==> config.mk <==
export PLATFORM = sky130hd
export DESIGN_NAME = sized_slot_allocator_with_wait_queue_unit
export DESIGN_NICKNAME = d
export VERILOG_FILES = /design/src/rtl/ssa_pkg.sv /design/src/rtl/ssa_cfg_regs.sv /design/src/rtl/ssa_front.sv /design/src/rtl/ssa_job_queue.sv /design/src/rtl/ssa_back.sv /design/src/rtl/sized_slot_allocator_with_wait_queue_unit.sv
export SDC_FILE = /design/constraint.sdc
export NUM_CORES = 1
export LEC_CHECK = 0
export ABC_AREA = 1
export BUFFER_PORTS_ARGS = -buffer_cell sky130_fd_sc_hd__buf_2
export CAP_MARGIN = 20
export CORE_ASPECT_RATIO = 2
export CORE_MARGIN = 2
export CORE_UTILIZATION = 35
export DETAILED_ROUTE_END_ITERATION = 6
export SETUP_SLACK_MARGIN = 0.1
export SYNTH_ARGS = -nofsm -noshare
export SYNTH_HDL_FRONTEND = slang
export SYNTH_SLANG_ARGS = --single-unit
==> constraint.sdc <==
create_clock -name i_clk -period 11.18 [get_ports i_clk]
set_input_delay 1.677 -clock i_clk [delete_from_list [all_inputs] [get_ports i_clk]]
set_output_delay 1.677 -clock i_clk [all_outputs]
set_load 0.05 [all_outputs]
==> src/rtl/ssa_pkg.sv <==
`timescale 1ns / 1ps
// ----------------------------------------------------------------------------
// ssa_pkg
// Shared types and constants for the sized slot allocator.
// ----------------------------------------------------------------------------
package ssa_pkg;

    localparam int NUM_CLASSES    = 5;
    localparam int CNT_W          = 5;
    localparam int CLS_W          = 3;
    localparam int SIZE_W         = 3;
    localparam int SLOT_W         = 7;
    localparam int TAG_W          = 8;
    localparam int BASE_W         = 8;
    localparam int STATUS_W       = 3;
    localparam int APB_ADDR_W     = 5;
    localparam int APB_DATA_W     = 32;
    localparam int DEF_MAX_SLOTS  = 16;
    localparam int DEF_WAIT_DEPTH = 16;

    localparam logic MODE_REQ = 1'b0;
    localparam logic MODE_REL = 1'b1;

    typedef enum logic [STATUS_W-1:0] {
        ST_SEATED  = 3'd0,
        ST_WAITING = 3'd1,
        ST_HANDED  = 3'd2,
        ST_FREED   = 3'd3,
        ST_FULL    = 3'd4,
        ST_BAD     = 3'd5
    } t_status;

    typedef logic [NUM_CLASSES-1:0][CNT_W-1:0] t_counts;

    typedef struct packed {
        logic              kind;
        logic              bad;
        logic [CLS_W-1:0]  cls;
        logic [CNT_W-1:0]  idx;
        logic [BASE_W-1:0] base;
        logic [SLOT_W-1:0] id;
        logic [TAG_W-1:0]  tag;
    } t_job;

endpackage

==> src/rtl/ssa_cfg_regs.sv <==
`timescale 1ns / 1ps
// ----------------------------------------------------------------------------
// ssa_cfg_regs
// APB register file holding the five class counts and their clamped values.
// ----------------------------------------------------------------------------
module ssa_cfg_regs #(
    parameter int MAX_SLOTS_PER_CLASS = ssa_pkg::DEF_MAX_SLOTS
) (
    input  logic                           i_clk,
    input  logic                           i_rst_n,
    input  logic                           i_psel,
    input  logic                           i_penable,
    input  logic                           i_pwrite,
    input  logic [ssa_pkg::APB_ADDR_W-1:0] i_paddr,
    input  logic [ssa_pkg::APB_DATA_W-1:0] i_pwdata,
    output logic [ssa_pkg::APB_DATA_W-1:0] o_prdata,
    output logic                           o_pready,
    output ssa_pkg::t_counts               o_eff_counts
);
    import ssa_pkg::*;

    t_counts         r_cnt;
    logic [2:0]      reg_idx;
    logic            wr_en;

    assign reg_idx  = i_paddr[4:2];
    assign wr_en    = i_psel & i_penable & i_pwrite;
    assign o_pready = 1'b1;

    always_ff @(posedge i_clk) begin
        if (!i_rst_n) begin
            r_cnt <= '0;
        end else if (wr_en) begin
            for (int k = 0; k < NUM_CLASSES; k++) begin
                if (reg_idx == CLS_W'(k)) begin
                    r_cnt[k] <= i_pwdata[CNT_W-1:0];
                end
            end
        end
    end

    always_comb begin
        o_prdata = '0;
        for (int k = 0; k < NUM_CLASSES; k++) begin
            if (reg_idx == CLS_W'(k)) begin
                o_prdata = APB_DATA_W'(r_cnt[k]);
            end
        end
    end

    // counts above the per-class capacity behave as the capacity
    always_comb begin
        for (int k = 0; k < NUM_CLASSES; k++) begin
            if ({2'b00, r_cnt[k]} > 7'(MAX_SLOTS_PER_CLASS)) begin
                o_eff_counts[k] = CNT_W'(MAX_SLOTS_PER_CLASS);
            end else begin
                o_eff_counts[k] = r_cnt[k];
            end
        end
    end

endmodule

==> src/rtl/ssa_front.sv <==
`timescale 1ns / 1ps
// ----------------------------------------------------------------------------
// ssa_front
// Classifies incoming transfers: size class, slot base and release mapping.
// ----------------------------------------------------------------------------
module ssa_front (
    input  logic                        i_mode,
    input  logic [ssa_pkg::SIZE_W-1:0]  i_group_size,
    input  logic [ssa_pkg::SLOT_W-1:0]  i_slot_id,
    input  logic [ssa_pkg::TAG_W-1:0]   i_group_tag,
    input  ssa_pkg::t_counts            i_eff_counts,
    output ssa_pkg::t_job               o_job
);
    import ssa_pkg::*;

    logic [NUM_CLASSES-1:0][BASE_W-1:0] base;
    logic [BASE_W-1:0]                  rem;
    logic                               found;
    logic [CLS_W-1:0]                   rel_cls;
    logic [CNT_W-1:0]                   rel_idx;
    logic                               req_bad;
    logic [CLS_W-1:0]                   req_cls;

    always_comb begin
        base[0] = '0;
        for (int k = 1; k < NUM_CLASSES; k++) begin
            base[k] = base[k-1] + BASE_W'(i_eff_counts[k-1]);
        end
    end

    // release: walk the classes subtracting each count
    always_comb begin
        rem     = BASE_W'(i_slot_id);
        found   = 1'b0;
        rel_cls = '0;
        rel_idx = '0;
        for (int k = 0; k < NUM_CLASSES; k++) begin
            if (!found) begin
                if (rem < BASE_W'(i_eff_counts[k])) begin
                    found   = 1'b1;
                    rel_cls = CLS_W'(k);
                    rel_idx = rem[CNT_W-1:0];
                end else begin
                    rem = rem - BASE_W'(i_eff_counts[k]);
                end
            end
        end
    end

    always_comb begin
        req_bad = (i_group_size == '0) || (i_group_size > SIZE_W'(NUM_CLASSES));
        req_cls = req_bad ? '0 : i_group_size - 1'b1;
    end

    always_comb begin
        o_job.kind = i_mode;
        o_job.id   = i_slot_id;
        o_job.tag  = i_group_tag;
        if (i_mode == MODE_REQ) begin
            o_job.bad  = req_bad;
            o_job.cls  = req_cls;
            o_job.idx  = '0;
            o_job.base = base[req_cls];
        end else begin
            o_job.bad  = !found;
            o_job.cls  = rel_cls;
            o_job.idx  = rel_idx;
            o_job.base = '0;
        end
    end

endmodule

==> src/rtl/ssa_job_queue.sv <==
`timescale 1ns / 1ps
// ----------------------------------------------------------------------------
// ssa_job_queue
// Two-entry queue of classified jobs between front and back.
// ----------------------------------------------------------------------------
module ssa_job_queue (
    input  logic          i_clk,
    input  logic          i_rst_n,
    input  logic          i_valid,
    output logic          o_ready,
    input  ssa_pkg::t_job i_job,
    output logic          o_valid,
    input  logic          i_ready,
    output ssa_pkg::t_job o_job
);
    import ssa_pkg::*;

    t_job       r_mem [2];
    logic       r_wr_ptr;
    logic       r_rd_ptr;
    logic [1:0] r_cnt;
    logic       push;
    logic       pop;

    assign o_ready = (r_cnt != 2'd2);
    assign o_valid = (r_cnt != 2'd0);
    assign o_job   = r_mem[r_rd_ptr];
    assign push    = i_valid & o_ready;
    assign pop     = o_valid & i_ready;

    always_ff @(posedge i_clk) begin
        if (push) begin
            r_mem[r_wr_ptr] <= i_job;
        end
    end

    always_ff @(posedge i_clk) begin
        if (!i_rst_n) begin
            r_wr_ptr <= 1'b0;
            r_rd_ptr <= 1'b0;
            r_cnt    <= 2'd0;
        end else begin
            if (push) begin
                r_wr_ptr <= ~r_wr_ptr;
            end
            if (pop) begin
                r_rd_ptr <= ~r_rd_ptr;
            end
            r_cnt <= r_cnt + {1'b0, push} - {1'b0, pop};
        end
    end

endmodule

==> src/rtl/ssa_back.sv <==
`timescale 1ns / 1ps
// ----------------------------------------------------------------------------
// ssa_back
// Executes jobs: slot maps, per-class wait FIFOs and the result register.
// ----------------------------------------------------------------------------
module ssa_back #(
    parameter int MAX_SLOTS_PER_CLASS = ssa_pkg::DEF_MAX_SLOTS,
    parameter int WAIT_DEPTH          = ssa_pkg::DEF_WAIT_DEPTH
) (
    input  logic                          i_clk,
    input  logic                          i_rst_n,
    input  ssa_pkg::t_counts              i_eff_counts,
    input  logic                          i_job_valid,
    output logic                          o_job_ready,
    input  ssa_pkg::t_job                 i_job,
    output logic                          o_out_valid,
    input  logic                          i_out_ready,
    output logic [ssa_pkg::STATUS_W-1:0]  o_status,
    output logic [ssa_pkg::SLOT_W-1:0]    o_granted_slot,
    output logic [ssa_pkg::TAG_W-1:0]     o_granted_tag
);
    import ssa_pkg::*;

    localparam int MS = MAX_SLOTS_PER_CLASS;
    localparam int PW = (WAIT_DEPTH > 1) ? $clog2(WAIT_DEPTH) : 1;
    localparam int FW = $clog2(WAIT_DEPTH + 1);

    typedef enum logic {S_IDLE, S_READ} t_state;

    t_state                r_state,     n_state;
    logic [MS-1:0]         r_occ [NUM_CLASSES];
    logic [MS-1:0]         n_occ [NUM_CLASSES];
    logic [PW-1:0]         r_head [NUM_CLASSES];
    logic [PW-1:0]         n_head [NUM_CLASSES];
    logic [PW-1:0]         r_tail [NUM_CLASSES];
    logic [PW-1:0]         n_tail [NUM_CLASSES];
    logic [FW-1:0]         r_fill [NUM_CLASSES];
    logic [FW-1:0]         n_fill [NUM_CLASSES];
    logic                  r_out_valid, n_out_valid;
    t_status               r_out_status, n_out_status;
    logic [SLOT_W-1:0]     r_out_slot,  n_out_slot;
    logic [TAG_W-1:0]      r_out_tag,   n_out_tag;
    logic [SLOT_W-1:0]     r_rel_id,    n_rel_id;

    logic [TAG_W-1:0]      r_wq [NUM_CLASSES][WAIT_DEPTH];
    logic [TAG_W-1:0]      r_rd_data;
    logic                  wq_we;
    logic                  wq_re;
    logic [CLS_W-1:0]      cls;
    logic [MS-1:0]         cur_occ;
    logic [MS-1:0]         valid_mask;
    logic [MS-1:0]         free_bits;
    logic [MS-1:0]         first_free;
    logic [CNT_W-1:0]      free_idx;
    logic                  occ_bit;
    logic                  can_emit;
    logic                  take;
    logic [PW-1:0]         cur_head;
    logic [PW-1:0]         cur_tail;
    logic [FW-1:0]         cur_fill;

    assign cls      = i_job.cls;
    assign cur_occ  = r_occ[cls];
    assign cur_head = r_head[cls];
    assign cur_tail = r_tail[cls];
    assign cur_fill = r_fill[cls];
    assign can_emit = !r_out_valid || i_out_ready;
    assign o_job_ready = (r_state == S_IDLE) && can_emit;
    assign take     = i_job_valid && o_job_ready;

    always_comb begin
        for (int i = 0; i < MS; i++) begin
            valid_mask[i] = (7'(i) < {2'b00, i_eff_counts[cls]});
        end
        free_bits  = ~cur_occ & valid_mask;
        first_free = free_bits & (~free_bits + MS'(1));
        free_idx   = '0;
        for (int i = MS - 1; i >= 0; i--) begin
            if (free_bits[i]) begin
                free_idx = CNT_W'(i);
            end
        end
        occ_bit = |(cur_occ & (MS'(1) << i_job.idx));
    end

    function automatic logic [PW-1:0] ptr_next(input logic [PW-1:0] p);
        logic [PW-1:0] q;
        q = (p == PW'(WAIT_DEPTH - 1)) ? '0 : p + 1'b1;
        return q;
    endfunction

    always_comb begin
        n_state      = r_state;
        n_occ        = r_occ;
        n_head       = r_head;
        n_tail       = r_tail;
        n_fill       = r_fill;
        n_out_valid  = r_out_valid;
        n_out_status = r_out_status;
        n_out_slot   = r_out_slot;
        n_out_tag    = r_out_tag;
        n_rel_id     = r_rel_id;
        wq_we        = 1'b0;
        wq_re        = 1'b0;
        if (r_out_valid && i_out_ready) begin
            n_out_valid = 1'b0;
        end
        case (r_state)
            S_IDLE: begin
                if (take) begin
                    n_out_valid = 1'b1;
                    if (i_job.bad) begin
                        n_out_status = ST_BAD;
                        n_out_slot   = '0;
                        n_out_tag    = '0;
                    end else if (i_job.kind == MODE_REQ) begin
                        n_out_tag = i_job.tag;
                        if (|free_bits) begin
                            n_occ[cls]   = cur_occ | first_free;
                            n_out_status = ST_SEATED;
                            n_out_slot   = SLOT_W'(i_job.base + BASE_W'(free_idx));
                        end else if (cur_fill == FW'(WAIT_DEPTH)) begin
                            n_out_status = ST_FULL;
                            n_out_slot   = '0;
                        end else begin
                            wq_we        = 1'b1;
                            n_tail[cls]  = ptr_next(cur_tail);
                            n_fill[cls]  = cur_fill + 1'b1;
                            n_out_status = ST_WAITING;
                            n_out_slot   = '0;
                        end
                    end else begin
                        if (!occ_bit) begin
                            n_out_status = ST_BAD;
                            n_out_slot   = '0;
                            n_out_tag    = '0;
                        end else if (cur_fill != '0) begin
                            wq_re       = 1'b1;
                            n_head[cls] = ptr_next(cur_head);
                            n_fill[cls] = cur_fill - 1'b1;
                            n_out_valid = 1'b0;
                            n_rel_id    = i_job.id;
                            n_state     = S_READ;
                        end else begin
                            n_occ[cls]   = cur_occ & ~(MS'(1) << i_job.idx);
                            n_out_status = ST_FREED;
                            n_out_slot   = i_job.id;
                            n_out_tag    = '0;
                        end
                    end
                end
            end
            S_READ: begin
                n_out_valid  = 1'b1;
                n_out_status = ST_HANDED;
                n_out_slot   = r_rel_id;
                n_out_tag    = r_rd_data;
                n_state      = S_IDLE;
            end
            default: begin
                n_state = S_IDLE;
            end
        endcase
    end

    // wait-queue storage, registered read
    always_ff @(posedge i_clk) begin
        if (wq_we) begin
            r_wq[cls][cur_tail] <= i_job.tag;
        end
        if (wq_re) begin
            r_rd_data <= r_wq[cls][cur_head];
        end
    end

    always_ff @(posedge i_clk) begin
        if (!i_rst_n) begin
            r_state     <= S_IDLE;
            r_out_valid <= 1'b0;
            for (int k = 0; k < NUM_CLASSES; k++) begin
                r_occ[k]  <= '0;
                r_head[k] <= '0;
                r_tail[k] <= '0;
                r_fill[k] <= '0;
            end
        end else begin
            r_state     <= n_state;
            r_out_valid <= n_out_valid;
            r_occ       <= n_occ;
            r_head      <= n_head;
            r_tail      <= n_tail;
            r_fill      <= n_fill;
        end
        r_out_status <= n_out_status;
        r_out_slot   <= n_out_slot;
        r_out_tag    <= n_out_tag;
        r_rel_id     <= n_rel_id;
    end

    assign o_out_valid    = r_out_valid;
    assign o_status       = r_out_status;
    assign o_granted_slot = r_out_slot;
    assign o_granted_tag  = r_out_tag;

    a_read_out_empty: assert property (@(posedge i_clk) disable iff (!i_rst_n)
        (r_state == S_READ) |-> !r_out_valid)
        else $error("result register busy during queue read");

    a_read_hands_over: assert property (@(posedge i_clk) disable iff (!i_rst_n)
        (r_state == S_READ) |=> (r_out_valid && r_out_status == ST_HANDED
                                 && r_state == S_IDLE))
        else $error("queue read did not produce a handover");

    a_req_one_cycle: assert property (@(posedge i_clk) disable iff (!i_rst_n)
        (take && i_job.kind == MODE_REQ) |=> (r_out_valid && r_state == S_IDLE))
        else $error("request result missing");

    a_fill_bound: assert property (@(posedge i_clk) disable iff (!i_rst_n)
        r_fill[0] <= FW'(WAIT_DEPTH))
        else $error("wait queue overfilled");

endmodule

==> src/rtl/sized_slot_allocator_with_wait_queue_unit.sv <==
`timescale 1ns / 1ps
// ----------------------------------------------------------------------------
// sized_slot_allocator_with_wait_queue_unit
// Five-class slot allocator with per-class FIFO of waiting requesters.
// ----------------------------------------------------------------------------
// A request, a rejected item or a plain release is executed as it is accepted
// and its result is registered; a release that hands the slot to a waiter
// first passes through the S_READ state for the registered read of the
// wait-queue memory, and its result is registered after that. A two-entry job
// queue between the classifier and the executor keeps input transfers flowing
// while a result waits on the output. No clearing pass is needed after reset.
// ----------------------------------------------------------------------------
module sized_slot_allocator_with_wait_queue_unit #(
    parameter int MAX_SLOTS_PER_CLASS = ssa_pkg::DEF_MAX_SLOTS,
    parameter int WAIT_DEPTH          = ssa_pkg::DEF_WAIT_DEPTH
) (
    input  logic                           i_clk,
    input  logic                           i_rst_n,
    input  logic                           i_s_axis_tvalid,
    output logic                           o_s_axis_tready,
    // [2:0] group_size, [9:3] slot_id, [17:10] group_tag, [23:18] zero
    input  logic [23:0]                    i_s_axis_tdata,
    // [0] mode
    input  logic [0:0]                     i_s_axis_tuser,
    output logic                           o_m_axis_tvalid,
    input  logic                           i_m_axis_tready,
    // [6:0] granted_slot, [14:7] granted_tag, [15] zero
    output logic [15:0]                    o_m_axis_tdata,
    // [2:0] status
    output logic [2:0]                     o_m_axis_tuser,
    input  logic                           i_psel,
    input  logic                           i_penable,
    input  logic                           i_pwrite,
    input  logic [ssa_pkg::APB_ADDR_W-1:0] i_paddr,
    input  logic [ssa_pkg::APB_DATA_W-1:0] i_pwdata,
    output logic [ssa_pkg::APB_DATA_W-1:0] o_prdata,
    output logic                           o_pready
);
    import ssa_pkg::*;

    t_counts            eff_counts;
    t_job               front_job;
    t_job               q_job;
    logic               q_valid;
    logic               q_ready;
    logic [SLOT_W-1:0]  granted_slot;
    logic [TAG_W-1:0]   granted_tag;

    ssa_cfg_regs #(
        .MAX_SLOTS_PER_CLASS (MAX_SLOTS_PER_CLASS)
    ) u_cfg (
        .i_clk        (i_clk),
        .i_rst_n      (i_rst_n),
        .i_psel       (i_psel),
        .i_penable    (i_penable),
        .i_pwrite     (i_pwrite),
        .i_paddr      (i_paddr),
        .i_pwdata     (i_pwdata),
        .o_prdata     (o_prdata),
        .o_pready     (o_pready),
        .o_eff_counts (eff_counts)
    );

    ssa_front u_front (
        .i_mode       (i_s_axis_tuser[0]),
        .i_group_size (i_s_axis_tdata[2:0]),
        .i_slot_id    (i_s_axis_tdata[9:3]),
        .i_group_tag  (i_s_axis_tdata[17:10]),
        .i_eff_counts (eff_counts),
        .o_job        (front_job)
    );

    ssa_job_queue u_queue (
        .i_clk   (i_clk),
        .i_rst_n (i_rst_n),
        .i_valid (i_s_axis_tvalid),
        .o_ready (o_s_axis_tready),
        .i_job   (front_job),
        .o_valid (q_valid),
        .i_ready (q_ready),
        .o_job   (q_job)
    );

    ssa_back #(
        .MAX_SLOTS_PER_CLASS (MAX_SLOTS_PER_CLASS),
        .WAIT_DEPTH          (WAIT_DEPTH)
    ) u_back (
        .i_clk          (i_clk),
        .i_rst_n        (i_rst_n),
        .i_eff_counts   (eff_counts),
        .i_job_valid    (q_valid),
        .o_job_ready    (q_ready),
        .i_job          (q_job),
        .o_out_valid    (o_m_axis_tvalid),
        .i_out_ready    (i_m_axis_tready),
        .o_status       (o_m_axis_tuser),
        .o_granted_slot (granted_slot),
        .o_granted_tag  (granted_tag)
    );

    assign o_m_axis_tdata = {1'b0, granted_tag, granted_slot};

endmodule

# Word-level counts from Yosys, hierarchy flattened
# Memories as Yosys holds them, arrays and structs flattened. A register that Yosys moved wholly into a read port is not among the register bits.
# Index checks and enable logic that the tools add are counted.
dict set report classes {
  addsub 16
  magnitude_cmp 34
  eq_ne 16
  n_shift 1
  muxes 152
  bitwise_logic 22
  n_reduce_logical 26
}
# op n
set op_table {}
lappend op_table {{$mux 80} 4}
lappend op_table {{$bwmux 80} 2}
lappend op_table {{$mux 128} 1}
lappend op_table {{$mux 8} 16}
lappend op_table {{$mux 25} 5}
lappend op_table {{$mux 5} 23}
lappend op_table {{$mux 4} 23}
lappend op_table {{$and 16x16->16} 4}
lappend op_table {{$bwmux 25} 2}
lappend op_table {{$bmux 16 s3} 1}
lappend op_table {{$demux 16 s3} 1}
lappend op_table {{$mux 16} 3}
lappend op_table {{$not 16->16} 3}
lappend op_table {{$mux 3} 15}
lappend op_table {{$mux 7} 6}
lappend op_table {{$bwmux 20} 2}
lappend op_table {{$lt 4x5->1 const A} 8}
lappend op_table {{$mux 1} 33}
lappend op_table {{$bmux 8 s4} 1}
lappend op_table {{$demux 8 s4} 1}
lappend op_table {{$lt 8x5->1} 4}
lappend op_table {{$reduce_or 16->1} 2}
lappend op_table {{$bmux 5 s3} 2}
lappend op_table {{$gt 5x5->1 const B} 5}
lappend op_table {{55 further kinds} 100}
dict set report word_totals {
  register_bits 209
  ram_bits 706
  in_bits 69
  output_inout_bits 54
  elab_cells 304
  n_memories 2
}
# memory words word_bits rd rd_clocked_by_memory_dff write_ports line_no
set mem_list {}
lappend mem_list {u_back.r_wq 5 128 1 0 1 ssa_back.sv:45} ;# logic [TAG_W-1:0] r_wq [NUM_CLASSES][WAIT_DEPTH];
lappend mem_list {u_queue.r_mem 2 33 1 1 1 ssa_job_queue.sv:18} ;# t_job r_mem [2];

# Longest topological paths before layout
# Gate-level depths: netlist of the first run.
dict set report depth {
  depth_word 28
  mapped_depth 56
  depth_no_buf 55
}

# Hierarchy
# From an unflattened synthesis of the first run, not the netlist that was laid out.
dict set report hier_totals {
  hier_cells 4059
  hier_area_um2 41876.4
}
# mod instances cells_each area_per_inst_um2 seq_area_each_um2
set by_module_without_submodules {}
lappend by_module_without_submodules {ssa_back 1 3179 34555.6 23152.2}
lappend by_module_without_submodules {ssa_front 1 478 2825.2 0.0}
lappend by_module_without_submodules {ssa_job_queue 1 139 2777.7 2082.0}
lappend by_module_without_submodules {ssa_cfg_regs 1 261 1706.6 500.5}
lappend by_module_without_submodules {sized_slot_allocator_with_wait_queue_unit 1 2 11.3 0.0}

# Worst setup path after synthesis of the first run
# No wires, ideal clock.
dict set report synth_path {
  path_type {input-to-reg}
  from {input i_s_axis_tdata[3]}
  to {memory u_queue.r_mem[0][31] (netlist bit) (data pin)}
  setup_time_ns 0.277
  t_arrival_ns 9.077
  required_ns 10.903
  setup_slack_ns 1.826
  cell_stages 46
  path_buffers 1
  path_cell_list {inv_1 -> ha_1 -> fa_1 -> inv_1 -> nand3_1 -> nand2_1 -> nand2_1 -> nand2_1 -> inv_1 -> o21ai_0 -> ha_1 -> inv_1 -> fa_1 -> nand3_1 -> nand2_1 -> a21oi_1 -> a31oi_1 -> clkbuf_1 -> (+10 left out) -> inv_1 -> fa_1 -> o21ai_0 -> a21oi_1 -> nand2_1 -> inv_1 -> nand2_1 -> inv_1 -> nor2_1 -> inv_1 -> nand2_1 -> o21ai_0 -> ha_1 -> a31o_2 -> nor3_1 -> nand2_1 -> nand3_1 -> o21ai_0}
}
# element line_no
set synth_rtl {}
lappend synth_rtl {{start, declared} sized_slot_allocator_with_wait_queue_unit.sv:22} ;# input logic [23:0] i_s_axis_tdata,
lappend synth_rtl {{end, declared} ssa_job_queue.sv:18}

==> results by stage, run 1 <==
Status:
- The flow ran to the end, and the final reports show no timing, DRC or antenna violations.

Synth:
- The number of distinct library cell variants in the gate-level netlist after synthesis is 65.
- The share of the Yosys chip area taken by registers is 0.6394.
- The most instantiated flip-flop cell in the synthesis netlist is sky130_fd_sc_hd__edfxtp_1.
- The biggest area consumer among synthesized cells is sky130_fd_sc_hd__edfxtp_1.
- The number of warnings reported in the yosys synthesis log is 0.
- By area the synthesized netlist is led by sky130_fd_sc_hd__edfxtp_1 55%, sky130_fd_sc_hd__dfxtp_1 8.8%, sky130_fd_sc_hd__nand2_1 7.1%.
- Counting flops and latches in the post-synthesis netlist gives just over 900.
- The number of enable flip-flop cells after synthesis is 737.
- The mean cell area of the mapped netlist is 10.59 sq um.
- The post-synthesis async set-or-reset flop share is 0.
- After technology mapping, the gate count stands at 3793.
- The share of synthesized area in the top cell type comes to 0.5511.
- The mapped netlist covers 40160 sq um.

Route:
- The first routing iteration left 2168 violations.
- Detailed routing inserted a total of around 28000 vias.
- Dividing the detail-routed via count by the number of cells gives 5.272.
- The first-pass detailed-route iteration total is 5.
- The overall routed net length is between 100000 and 150000 um.
- The count of antenna-violating nets left after detailed routing is 0.
- In the routed design, unresolved DRC markers number 0.
- In the final routed layout, each cell accounts on average for between 20 and 25 um.

Pwr:
- In this run the static leakage power is approximately 16 nW.
- The switching share of power is 0.3804.
- The largest voltage drop on the vdd net is 0.0001511 V.
- The part of the power in combinational logic is 0.330.
- Power spread over the standard cell area amounts to 232.7 nW/um^2.
- The share of total power dissipated in the clock network is 0.270.
- The share of total power dissipated in sequential elements is 0.400.
- The power spent charging and discharging nets is between 3 and 4 mW.
- The internal portion of the total power is around 6.4 mW.
- Overall power consumption after layout is estimated at 10.37 mW.

Critical path:
- The biggest cell delay along the critical path is 0.46 ns.
- STA classifies the critical path endpoint as a flip-flop.
- For the worst setup path, the data required time is 11.70 ns.
- The maximum fanout count along the critical path is 9.
- The cell repeated most along the worst path is sky130_fd_sc_hd__nand2_1.
- The worst setup path is launched from a primary input.
- For this design, the slowest cell found on the critical path is sky130_fd_sc_hd__fa_1.
- The critical path class is in -> reg.
- STA puts the critical path data arrival time at 10.73 ns.

Clock tree:
- The CTS tree is yes.
- The clock network latency to the later pin of the worst-skew pair is roughly 0.70 ns.
- Buffers added to address setup during post-CTS repair amount to 0.
- Once the clock tree was built, the resizer swapped 0 gates to a different size.
- The number of sinks handled by clock tree synthesis is 914.
- Clock-pin slew was measured on the worst setup and hold paths at roughly 0.070 ns.
- The clock tree synthesis step divided the H-tree into 3 levels.
- The number of buffers between clock root and the deepest sink is 3.
- The CTS buffer count is 77.
- The hold-fix buffer count after cts is 0.
- In this run the clock root is driven by a sky130_fd_sc_hd__clkbuf_16.

Final layout:
- Measured on the finished design, the core utilization comes to 0.3914.
- The library cell used most frequently in the layout, excluding fill and tap cells, is sky130_fd_sc_hd__nand2_1.
- The multi-input combinational cells in the finished layout cover a total of around 12000 sq um.
- The net count of the finished layout is around 3900.
- Leaving out fill and tap cells, the most frequent cells in the layout are 756 x sky130_fd_sc_hd__nand2_1, 737 x sky130_fd_sc_hd__edfxtp_1, 439 x sky130_fd_sc_hd__nor2_1.
- The finished layout holds 5367 standard cells, fillers aside.
- Of the cells placed in the final design, the portion with a size suffix greater than 1 is 0.08079.
- Across the whole layout, storage elements account for around 26000 sq um.
- Relative to the synthesized area, the layout overhead comes to 10.99%.
- After filler insertion, the fill cell instance count of the layout stands at 10970.
- After routing the design area is 44570 sq um.

Die:
- The die is 243.5 um wide.
- The standard cell core area is ~110000 sq um.
- For this configuration, the core starts out at a cell density of 0.3527.
- After floorplanning, the core was divided into around 180 placement rows.
- During I/O placement, the number of pins put on the boundary was 123.
- The die area is 117600 sq um.
- The die height is 483.0 um.

STA:
- After layout, the minimum clock period comes to 10.21 ns.
- The max-slew violation count was 0.
- The max-slew headroom at the worst pin is 0.2724.
- In the final timing run, aggregate negative setup slack is 0 ns.
- Setup repair after global routing left no endpoint under its margin.
- The final hold violation count is 0.
- The final clock period utilization by the worst path is 0.9129.
- Once routing completed, OpenROAD measured the worst setup slack at 0.9737 ns.
- Timing would allow up to 97.98 MHz.
- Across all hold checks on the routed design, the worst slack comes to 0.4442 ns.
- At the pin with the least slew margin, the transition time is 1.080 ns.
- Across the routed clock network, the largest skew measured is 0.03733 ns.
- Setup violations remaining at the end of the flow were counted as 0.

Global routing:
- The number of global-route vias before repair was 28290.
- Entering global routing, the biggest net connects 112 pins.
- The first-pass GRT wire length is 173900 um.
- The number of antenna violations at the first check in global routing is 1.
- The global routing usage summed across all routing layers is 0.1972.
- Summed over all layers, the global routing overflow is 0.

Flow run:
- Max-cap violations in this run came to 0.

Placement:
- At the end of routability-driven placement, the weighted congestion stood at about 0.97.
- In this run the tool buffered the top-level ports with 58 buffer cells.
- Once detailed placement completed, the half-perimeter wirelength came to 77770 um.
- The placed instances occupy a cell area of 41980 sq um.
- The setup slack at placement is about 0.38 ns.
- In this run, placement finished with an instance count of 5226.

Worst hold path:
- The min-delay analysis places its worst path in the category reg -> reg.
## power groups by stage
stage	Combinational, mW	Sequential (mW)	Clock, mW
floorplan	1.98	4.35	0
global placement	3.38	4.23	0
detailed placement	3.41	4.23	0
CTS	3.42	4.15	2.84
global route	3.70	4.16	2.96
finish	3.42	4.15	2.80
## critical path: cells and delay by family
kind                     cells  cell delay (ns)
buffers and inverters       10             1.21
AND/OR/NAND/NOR             23             2.91
AO/OA/AOI/OAI                9             2.15
adder cells (fa/ha/maj)      8             2.73
## area by class of cell
cell class / instances / area share
diodes: 1 / 0.00005615
clock buffers: 95 / 0.04545
clock inverters: 43 / 0.01190
inverters: 353 / 0.02996
multi-input cells: 2352 / 0.2785
flip-flops and latches: 914 / 0.5761
well taps: 1504 / 0.04222
repair buffers: 105 / 0.01581
## synth_stat cells, types with 7 or more instances
master and instances:
sky130_fd_sc_hd__nand2_1 758, sky130_fd_sc_hd__edfxtp_1 737, sky130_fd_sc_hd__nor2_1 442, sky130_fd_sc_hd__inv_1 338, sky130_fd_sc_hd__a22oi_1 217, sky130_fd_sc_hd__dfxtp_1 177, sky130_fd_sc_hd__o21ai_0 159, sky130_fd_sc_hd__nand3_1 134
sky130_fd_sc_hd__clkbuf_1 128, sky130_fd_sc_hd__a21oi_1 120, sky130_fd_sc_hd__nand4_1 119, sky130_fd_sc_hd__ha_1 55, sky130_fd_sc_hd__o211ai_1 39, sky130_fd_sc_hd__buf_4 35, sky130_fd_sc_hd__nor3b_1 22, sky130_fd_sc_hd__or2_2 21
sky130_fd_sc_hd__a211oi_1 20, sky130_fd_sc_hd__o2111ai_1 20, sky130_fd_sc_hd__buf_2 19, sky130_fd_sc_hd__nor3_1 19, sky130_fd_sc_hd__buf_1 17, sky130_fd_sc_hd__a31oi_1 15, sky130_fd_sc_hd__xor2_1 15, sky130_fd_sc_hd__xnor2_1 14
sky130_fd_sc_hd__o22ai_1 13, sky130_fd_sc_hd__inv_2 12, sky130_fd_sc_hd__o221ai_1 12, sky130_fd_sc_hd__o31ai_1 11, sky130_fd_sc_hd__a221oi_1 10, sky130_fd_sc_hd__nor2_4 10, sky130_fd_sc_hd__fa_1 8, sky130_fd_sc_hd__o21ai_1 7
## final timing paths
check | end | slack, ns | start | cells past startpoint
worst min register to register | u_back.r_fill[1] | 0.44 | u_back.r_fill[1] | 2
worst max register to register | u_queue.r_mem[0][24] | 1.56 | u_cfg.r_cnt[3] | 52
worst max-delay path | u_queue.r_mem[0][24] | 0.97 | i_s_axis_tdata[3] | 50
worst min-delay path | u_back.r_fill[1] | 0.44 | u_back.r_fill[1] | 2
## state kept, by name, indices dropped and copies added, names as in the netlist, 3 cells and up, named ones only
register / flops
u_queue.r_mem: 64
u_back.r_wq: 640
u_cfg.r_cnt: 25
u_back.r_rel_id: 7
u_back.r_tail: 20
u_back.o_granted_tag: 8
u_back.r_occ: 80
u_back.r_fill: 20
u_back.o_status: 3
u_back.o_granted_slot: 7
u_back.r_rd_data: 8
u_back.r_head: 20
## kinds of logic (layout without fill, tap and decap cells)
family                     Yosys count  count (layout)  synth area share
and+or+nand+nor                   1564            1564            0.1690
AOI/OAI and AO/OA                  664             664            0.1072
buffers and inverters              554             596           0.05602
adders and majority gates           63              63           0.02113
other                                2              30         0.0001870
DFF                                914             914            0.6394
muxes                                3               3         0.0007478
xor gates and xnor gates            29              29          0.006325
## layer usage
| metal | routed length (um) | part of all wire | track usage | vias up |
|---|---|---|---|---|
| met1 | 40120 | 0.34 | 0.1913 | 13770 |
| met5 | 0 | 0 | 0 | - |
| met3 | 4787 | 0.041 | 0.02558 | 353 |
| met2 | 63760 | 0.54 | 0.3752 | 907 |
| li1 | - | - | - | 13270 |
| met4 | 9339 | 0.079 | 0.1455 | 0 |
No activity file was read; power rests on OpenSTA's default activity.
==> inputs of run 2 (changes only) <==
Settings changed: CTS_BUF_LIST set to sky130_fd_sc_hd__clkbuf_8.
==> run 2 against run 1 <==
Net effect:
- global-route usage increased by 0.077 points
- clock skew increased by 0.019 ns
- sequential power about the same
- routed wire length increased by 0.75%
- worst setup slack improved by 0.15 ns
- final area decreased by 0.45%
- non-clock buffer count increased by 1
- critical path depth unchanged
- worst hold slack improved by 0.00092 ns
- flip-flop and latch count unchanged
- cell count increased by 1.6%
- largest cell class unchanged
- largest power group unchanged
- highest routed layer unchanged
==> results by stage, run 2 (synthesized netlist as in run 1, its figures left out) <==
Flow run:
- Across the run, the number of max-cap violations was 0.

Clock tree:
- The post-CTS setup buffer count is 0.
- The number of resized instances in the post-cts repair step is 0.
- No sink is reached through more buffers than the 3 on the longest clock path.
- The CTS buffer count is roughly 120.
- In this run the clock root is driven by a sky130_fd_sc_hd__clkbuf_8.
- After clock tree synthesis, the clock-pin slew on the worst setup and hold paths is about 0.070 ns.
- The CTS tree is yes.
- The clock network latency to the later pin of the worst-skew pair is 0.85 ns.
- Hold repair after CTS inserted 0 buffers.
- The H-tree was split into 3 levels.
- The number of sinks handled by clock tree synthesis is between 900 and 1000.

Placement:
- The setup slack at placement is 0.3818 ns.
- The HPWL after detailed placement is roughly 78000 um.
- During placement, the flow inserted port buffers numbering 58.
- The instance area after placement is 41980 sq um.
- At the end of routability-driven placement, the weighted congestion stood at 0.9735.

Critical path:
- STA puts the critical path data arrival time at 10.72 ns.
- The number of cells on the worst reg-to-reg path is 52.
- The worst setup path is launched from a primary input.
- The worst setup path is captured at a flip-flop.
- The cell repeated most along the worst path is sky130_fd_sc_hd__nand2_1.
- The endpoint of the worst-slack reg-to-reg timing path is u_queue.r_mem[1][26].
- Setup slack on the worst reg-to-reg path comes out at 1.56 ns.
- The biggest cell delay along the critical path is ~0.46 ns.
- In this run the critical register-to-register path is launched from u_cfg.r_cnt[3].
- STA puts the critical path data required time at 11.85 ns.
- Among all stages on the critical path, the largest delay is contributed by sky130_fd_sc_hd__fa_1.
- Of all nets on the critical path, the largest fanout is 9.
- The setup path with the least slack is of type in -> reg.

Route:
- For this run, design rule violations remaining after detail routing come to 0.
- After detailed routing, the number of vias per cell comes to 5.267.
- The overall routed net length is 118900 um.
- The routed wirelength normalized by instance count is 21.81 um.
- After the first detailed-routing iteration, the DRC count stood at 2188.
- The count of antenna-violating nets left after detailed routing is 0.
- The total vias in the final route is 28710.
- The first-pass detailed-route iteration total is 7.

Global routing:
- The global routing usage summed across all routing layers is 0.1979.
- The number of global-route vias before repair is 28680.
- Entering global routing, the biggest net connects 112 pins.
- The first-pass GRT wire length is 174800 um.
- Summed over all layers, the global routing overflow is 0.
- The number of antenna violations at the first check in global routing is 1.

Pwr:
- The clock network fraction of total power is 0.246.
- The power per cell area is 226.8 nW/um^2.
- The power spent charging and discharging nets is 3.970 mW.
- Of the total power, the share spent switching nets is 0.3944.
- For this design the static power due to leakage is 16.22 nW.
- The total internal power is 6.094 mW.
- The largest voltage drop on the vdd net is 0.0001516 V.
- The fraction of power consumed by sequential logic is 0.413.
- The part of the power in combinational logic is 0.341.

STA:
- Dividing the final minimum period by the clock period gives 0.8994.
- The max-slew violation count came to 0.
- Setup repair after global routing left no endpoint under its margin.
- The max-slew headroom at the worst pin is 0.2573.
- The final hold violation count is 0.
- The timing-limited maximum frequency is between 90 and 100 MHz.
- Across the routed clock network, the largest skew measured is ~0.057 ns.
- The worst path in the final design needs a cycle of 10.06 ns, including I/O delays and setup.
- Setup violations remaining at the end of the flow were counted as 0.
- Summed over all failing endpoints, the final setup total negative slack is 0 ns.
- Across all setup checks in the final design, the least slack found is around 1.1 ns.
- The actual slew at the worst max-slew pin is around 1.1 ns.

Final layout:
- At the end of the flow, the number of nets in the layout was between 3000 and 4000.
- Ranked by flip-flop count, first place goes to u_back.r_wq.
- Relative to the synthesized area, the layout overhead comes to 10.49%.
- The library cells used most frequently in the layout, excluding fill and tap cells, are 756 x sky130_fd_sc_hd__nand2_1, 737 x sky130_fd_sc_hd__edfxtp_1, 439 x sky130_fd_sc_hd__nor2_1.
- The library cell used most frequently in the layout, excluding fill and tap cells, is sky130_fd_sc_hd__nand2_1.
- In the final layout, the share of cells above drive strength 1 is 0.09098.
- The largest registers in the layout are u_back.r_wq (640), u_back.r_occ (80), u_queue.r_mem (64).
- The core occupancy in the finished layout is 0.3897.
- The register with the most flip-flops in the layout has 640 of them.
- The final non-filler cell area is 44370 sq um.

Die:
- The die height is 483.0 um.
- From left edge to right edge, the die measures 243.5 um.
- The initial utilization of the core area, before any placement, comes to 0.3527.
- 123 I/O pins were placed.
- The standard cell core area is around 110000 sq um.
- The die area is ~120000 sq um.
- The row count is roughly 180.

Status:
- The flow ran to the end, and the final reports show no timing, DRC or antenna violations.

Worst hold path:
- The startpoint of the most critical hold path is u_back.r_fill[1].
- The tightest min-delay check is of the reg -> reg type.
- The worst hold path passes through 2 cells.
- The terminating pin of the worst hold path is u_back.r_fill[1].
-- run 2: stage by stage --
stage	instances	power [mW]	hold WS, ns
after floorplan	3820	6.334	0.4209
after global placement	5224	7.604	0.4289
after detailed placement	5226	7.638	0.4331
after CTS	5447	10.11	0.4440
after global routing	5451	10.51	0.4727
final	5451	10.06	0.4451
-- run 2: worst max path at each step --
stage / endpoint / start
3_3_place_gp: u_queue.r_mem[0][31] / i_s_axis_tdata[3]
5_1_grt: u_queue.r_mem[0][31] / i_s_axis_tdata[3]
3_5_place_dp: u_queue.r_mem[0][31] / i_s_axis_tdata[3]
2_1_floorplan: u_queue.r_mem[0][31] / i_s_axis_tdata[3]
4_1_cts: u_queue.r_mem[0][31] / i_s_axis_tdata[3]
6_report: u_queue.r_mem[1][26] / i_s_axis_tdata[3]
-- run 2: power groups by stage --
stage	clock network (mW)	registers [mW]	logic, mW
floorplan	0	4.35	1.98
finish	2.48	4.15	3.43
detailed placement	0	4.23	3.41
CTS	2.54	4.15	3.42
global placement	0	4.23	3.38
global route	2.66	4.16	3.69
-- run 2: critical path, delay by kind of cell --
family / cells / cell delay, ns
AO/OA/AOI/OAI: 9 / 2.15
adder cells (fa/ha/maj): 8 / 2.72
buffers and inverters: 10 / 1.21
AND/OR/NAND/NOR: 23 / 2.92
-- run 2: routing by layer --
metal | part of all wire | vias up | global-route usage
met2 | 0.54 | 954 | 0.3781
met5 | 0 | - | 0
met4 | 0.081 | 0 | 0.1513
met1 | 0.33 | 14000 | 0.1881
li1 | - | 13400 | -
met3 | 0.043 | 361 | 0.02658
-- run 2: cell type report --
class	count	area [sq um]
antenna	1	2.502
clock buffer	124	1707
clock inverter	97	630.6
fill	11020	69490
inverter	353	1335
multi-input combinational	2352	12410
sequential	914	25670
tap	1504	1882
timing repair buffer	106	724.4
